==> src/hdl/hlf_ram.sv <==
// Generic single-write, single-read RAM with registered read data.
module hlf_ram #(
    parameter int WIDTH = 32,
    parameter int DEPTH = 16
) (
    input  logic                     clk,
    input  logic                     we,
    input  logic [$clog2(DEPTH)-1:0] waddr,
    input  logic [WIDTH-1:0]         wdata,
    input  logic [$clog2(DEPTH)-1:0] raddr,
    output logic [WIDTH-1:0]         rdata
);
    logic [WIDTH-1:0] mem [DEPTH];

    always_ff @(posedge clk)
    begin
        if (we)
        begin
            mem[waddr] <= wdata;
        end
        rdata <= mem[raddr];
    end
endmodule

==> config.mk <==
export PLATFORM = sky130hd
export DESIGN_NAME = hlf_ram
export DESIGN_NICKNAME = d
export VERILOG_FILES = /design/src/hdl/hlf_ram.sv
export SDC_FILE = /design/constraint.sdc
export NUM_CORES = 1
export LEC_CHECK = 0
export BUFFER_PORTS_ARGS = -buffer_cell sky130_fd_sc_hd__buf_2
export CORE_AREA = 5 5 314 224
export DETAILED_ROUTE_END_ITERATION = 8
export DIE_AREA = 0 0 319 229
export PLACE_DENSITY = 0.5
export SETUP_SLACK_MARGIN = 0.1
export SLEW_MARGIN = 20
export SYNTH_ARGS = -nofsm -noshare
export SYNTH_HDL_FRONTEND = slang
export SYNTH_SLANG_ARGS = --single-unit
==> constraint.sdc <==
create_clock -name clk -period 10.75 [get_ports clk]
set_input_delay 2.15 -clock clk [delete_from_list [all_inputs] [get_ports clk]]
set_output_delay 2.15 -clock clk [all_outputs]
set_load 0.05 [all_outputs]
; ---- Word level (Yosys, flattened, before mapping)
; Memory sizes are Yosys's and may differ from the RTL's. A register that Yosys moved wholly into a read port is not among the register bits.
; Index checks and enable logic that the tools add are counted.
[classes]
muxes = 2
[ops]
columns = cell, count
row1 = 1-bit 2-to-1 mux, 2
[word_totals]
reg_bits = 0
word_cells = 3
memories = 1
inputBits = 42
ram_bits = 512
out_inout_bits = 32
[mem_list]
columns = name, words, word_bits, read_ports, rd_clocked_by_memory_dff, write_ports, line_no
row1 = mem, 16, 32, 1, 1, 1, 13  ; logic [WIDTH-1:0] mem [DEPTH];

; ---- Logic depth before layout (Yosys ltp)
[depth]
depth_word = 2
depth_mapped = 5
ltp_nobuf = 3

; ---- Least setup slack after synthesis
; Ideal clock, no wire load.
[synth_path]
path_type = input to register
start = input waddr[2]
end = memory mem[0][0] (enable)
t_required_ps = 10289
cell_stages = 2
setup_slack_ps = 5420
path_buffers = 0
t_arrival_ps = 4868
setup_ps = 461
cell_sequence = or3b_2 nor3_1
[synth_lines]
columns = item, line_no
row1 = "start, declared", 8  ; input logic [$clog2(DEPTH)-1:0] waddr,
row2 = "end, declared", 13
; No word-level cell before the write port.

==> impl_metrics.py <==
metrics = {
    "status": {
        "outcome": "complete, no violations",
    },
    "clock_tree": {
        "cts.clk_slew.worst_paths_ns": 0.06,
        "clock_latency_ns": 0.57,
        "cts_resized": 0,
        "postCtsSetupBuffers": 0,
        "clock-sinks": 544,
        "cts-root-buf": "clkbuf_16",
        "clockBufferDepth": 3,
        "cts_tree": "yes",
        "htree_num_levels": 2,
        "postCtsHoldBufs": 0,
        "numCtsBuffers": 50,
    },
    "die": {
        "initial_core_util": 0.296,
        "num_rows": 80,
        "core_um2": 67200,
        "die_w_um": 319,
        "ioPinCount": 74,
        "die-area_um2": 73100,
        "die_y_um": 229,
    },
    "sta": {
        "holdWs_ns": 0.664,
        "rsz0062_at_grt": "false",
        "setup_viol": 0,
        "layout_setup_ws_ns": 6.70,
        "clock_skew_ns": 0.0118,
        "hold_viol_final": 0,
        "finalMaxSlewViolations": 0,
        "fmax_mhz": 247,
        "finalSetupTns_ns": 0,
        "period_share": 0.376,
        "max_slew.worst_pin.slew_ns": 0.890,
        "slew_headroom": 0.407,
        "finalCriticalPeriod_ns": 4.05,
    },
    "setup_path": {
        "r2r_end": "rdata[17]",
        "cp_max_fo": 58,
        "worst-setup-path-type": "in2reg",
        "r2r_cells": 3,
        "required_ns": 11.20,
        "reg2reg_from": "mem[11][17]",
        "end_kind": "register",
        "worst_setup_path_start_kind": "input pin",
        "r2r_slack_ns": 9.39,
        "critPathArrivalTime_ns": 4.50,
    },
    "placement": {
        "gp_congestion": 0.649,
        "hpwl_mm": 22.5,
        "post-place-ws_ns": 6.03,
        "place_inst": 1793,
        "portBuffers": 73,
        "dpl_cell_area_um2": 21400,
    },
    "power": {
        "finalPower_mw": 4.36,
        "swShare": 0.217,
        "ir_drop_mv": 0.0987,
        "intPower_mw": 3.42,
        "power_frac_seq": 0.547,
        "clockPowerShare": 0.394,
        "powerDensity_nw_per_um2": 190,
        "p_comb_frac": 0.059,
        "p_leak_nw": 7.22,
        "net-switching-power_mw": 0.945,
    },
    "finish": {
        "fin_cells": 1884,
        "drive_gt1_frac": 0.322,
        "final_area_um2": 23000,
        "antenna_cells": 0,
        "fin_nets": 985,
        "final_util": 0.343,
        "syn2layout_area_growth_pct": 15.9,
    },
    "route": {
        "postRouteAntennaNets": 0,
        "vias_per_cell": 4.81,
        "wire_per_inst_um": 25.1,
        "first_pass_iters": 5,
        "drtIter0Drc": 813,
        "drc": 0,
        "finalWirelength_mm": 47.3,
        "vias": 9070,
    },
    "hold_path": {
        "hold_path.startpoint": "mem[15][20]",
        "hp-class": "reg2reg",
        "holdPathEnd": "rdata[20]",
        "hold_depth": 3,
    },
    "run": {
        "drv_cap": 0,
    },
    "synth": {
        "postSynthAreaPerCell_um2": 23.7,
        "ys_seq_area_frac": 0.807,
        "syn_nets": 880,
        "ys_warn_count": 0,
        "synthCells": 838,
        "synth_area_um2": 19900,
        "synth.distinct_cells": 18,
        "synth-seq-cells": 544,
    },
    "global_routing": {
        "grt_pass1_vias": 9466,
        "grt_max_degree": 74,
        "track_usage": 0.126,
        "grt_pass1_wl_mm": 68.2,
        "overflow": 0,
        "antenna_found_initial": 2,
    },
}
sequential cells by signal, summed over array words and instances (netlist names):
name and count:
mem 512, rdata 32
cell usage in the layout, fill, tap and decap left out, drive strengths merged:
| master | synthesis | routed |
|---|---|---|
| nor3 | 4 | 4 |
| nand3 | 1 | 1 |
| and2 | 1 | 1 |
| nand2b | 2 | 2 |
| nor2b | 2 | 2 |
| nand3b | 2 | 2 |
| nand2 | 33 | 33 |
| bufinv | 0 | 2 |
| clkinv | 0 | 15 |
| or3b | 1 | 1 |
| buf | 26 | 95 |
| inv | 0 | 1 |
| nor2 | 13 | 13 |
| clkbuf | 17 | 74 |
| dfxtp | 32 | 32 |
| mux4 | 128 | 128 |
| edfxtp | 512 | 512 |
| a22oi | 64 | 64 |
metal layers:
layer  track usage  wire length (um)  vias up
met5             0                13        -
met4        0.0223               670        2
met3        0.0226              2130       61
met2         0.192             21300      220
met1         0.194             23200     5008
li1              -                 -     3779
Yosys cell counts:
| cell | number | area (um^2) |
|---|---|---|
| nand2_1 | 33 | 124 |
| clkbuf_1 | 17 | 63.8 |
| nor2b_1 | 2 | 12.5 |
| or3b_2 | 1 | 8.76 |
| nor2_1 | 13 | 48.8 |
| nand3_1 | 1 | 5.00 |
| nor3_1 | 4 | 20.0 |
| mux4_2 | 128 | 2880 |
| edfxtp_1 | 512 | 15400 |
| buf_6 | 2 | 22.5 |
| dfxtp_1 | 32 | 641 |
| and2_1 | 1 | 6.26 |
| buf_2 | 4 | 20.0 |
| buf_4 | 11 | 82.6 |
| a22oi_1 | 64 | 480 |
| buf_1 | 9 | 33.8 |
| nand3b_1 | 2 | 15.0 |
| nand2b_1 | 2 | 12.5 |
power groups by stage:
stage	registers [mW]	logic (mW)	clock network, mW
2_1_floorplan	2.48	0.114	0
3_3_place_gp	2.43	0.259	0
3_5_place_dp	2.43	0.262	0
4_1_cts	2.39	0.262	1.76
5_1_grt	2.39	0.275	1.86
6_report	2.39	0.256	1.72
cell families (layout without fill, tap and decap cells):
group,count (synthesis),in the layout,synth area share
buffers and inverters,43,187,0.0112
AND/OR/NAND/NOR,59,59,0.0127
AO/OA/AOI/OAI,64,64,0.0242
flip-flops,544,544,0.807
multiplexers,128,128,0.145
how the worst max path moves through the flow:
stage | startpoint | endpoint | slack, ns | cells past startpoint
6_report | raddr[0] | rdata[24] | 6.70 | 5
5_1_grt | raddr[0] | rdata[24] | 6.42 | 5
4_1_cts | raddr[0] | rdata[24] | 6.64 | 5
3_5_place_dp | raddr[0] | rdata[24] | 6.03 | 5
3_3_place_gp | raddr[0] | rdata[3] | 6.03 | 5
2_1_floorplan | waddr[2] | mem[0][0] | 5.42 | 2
critical path, cell delays in order:
cell	delay, ns
clkbuf_8	0.57
buf_4	0.79
mux4_2	0.60
a22oi_1	0.21
nand2_1	0.08
area by class of cell:
cell class / instances / area [um^2]
fill: 6188 / 44200
timing repair buffer: 96 / 553
tap: 902 / 1130
sequential: 544 / 16000
clock inverter: 18 / 143
multi-input combinational: 251 / 3750
clock buffer: 73 / 1420
No activity file was read; power rests on OpenSTA's default activity.
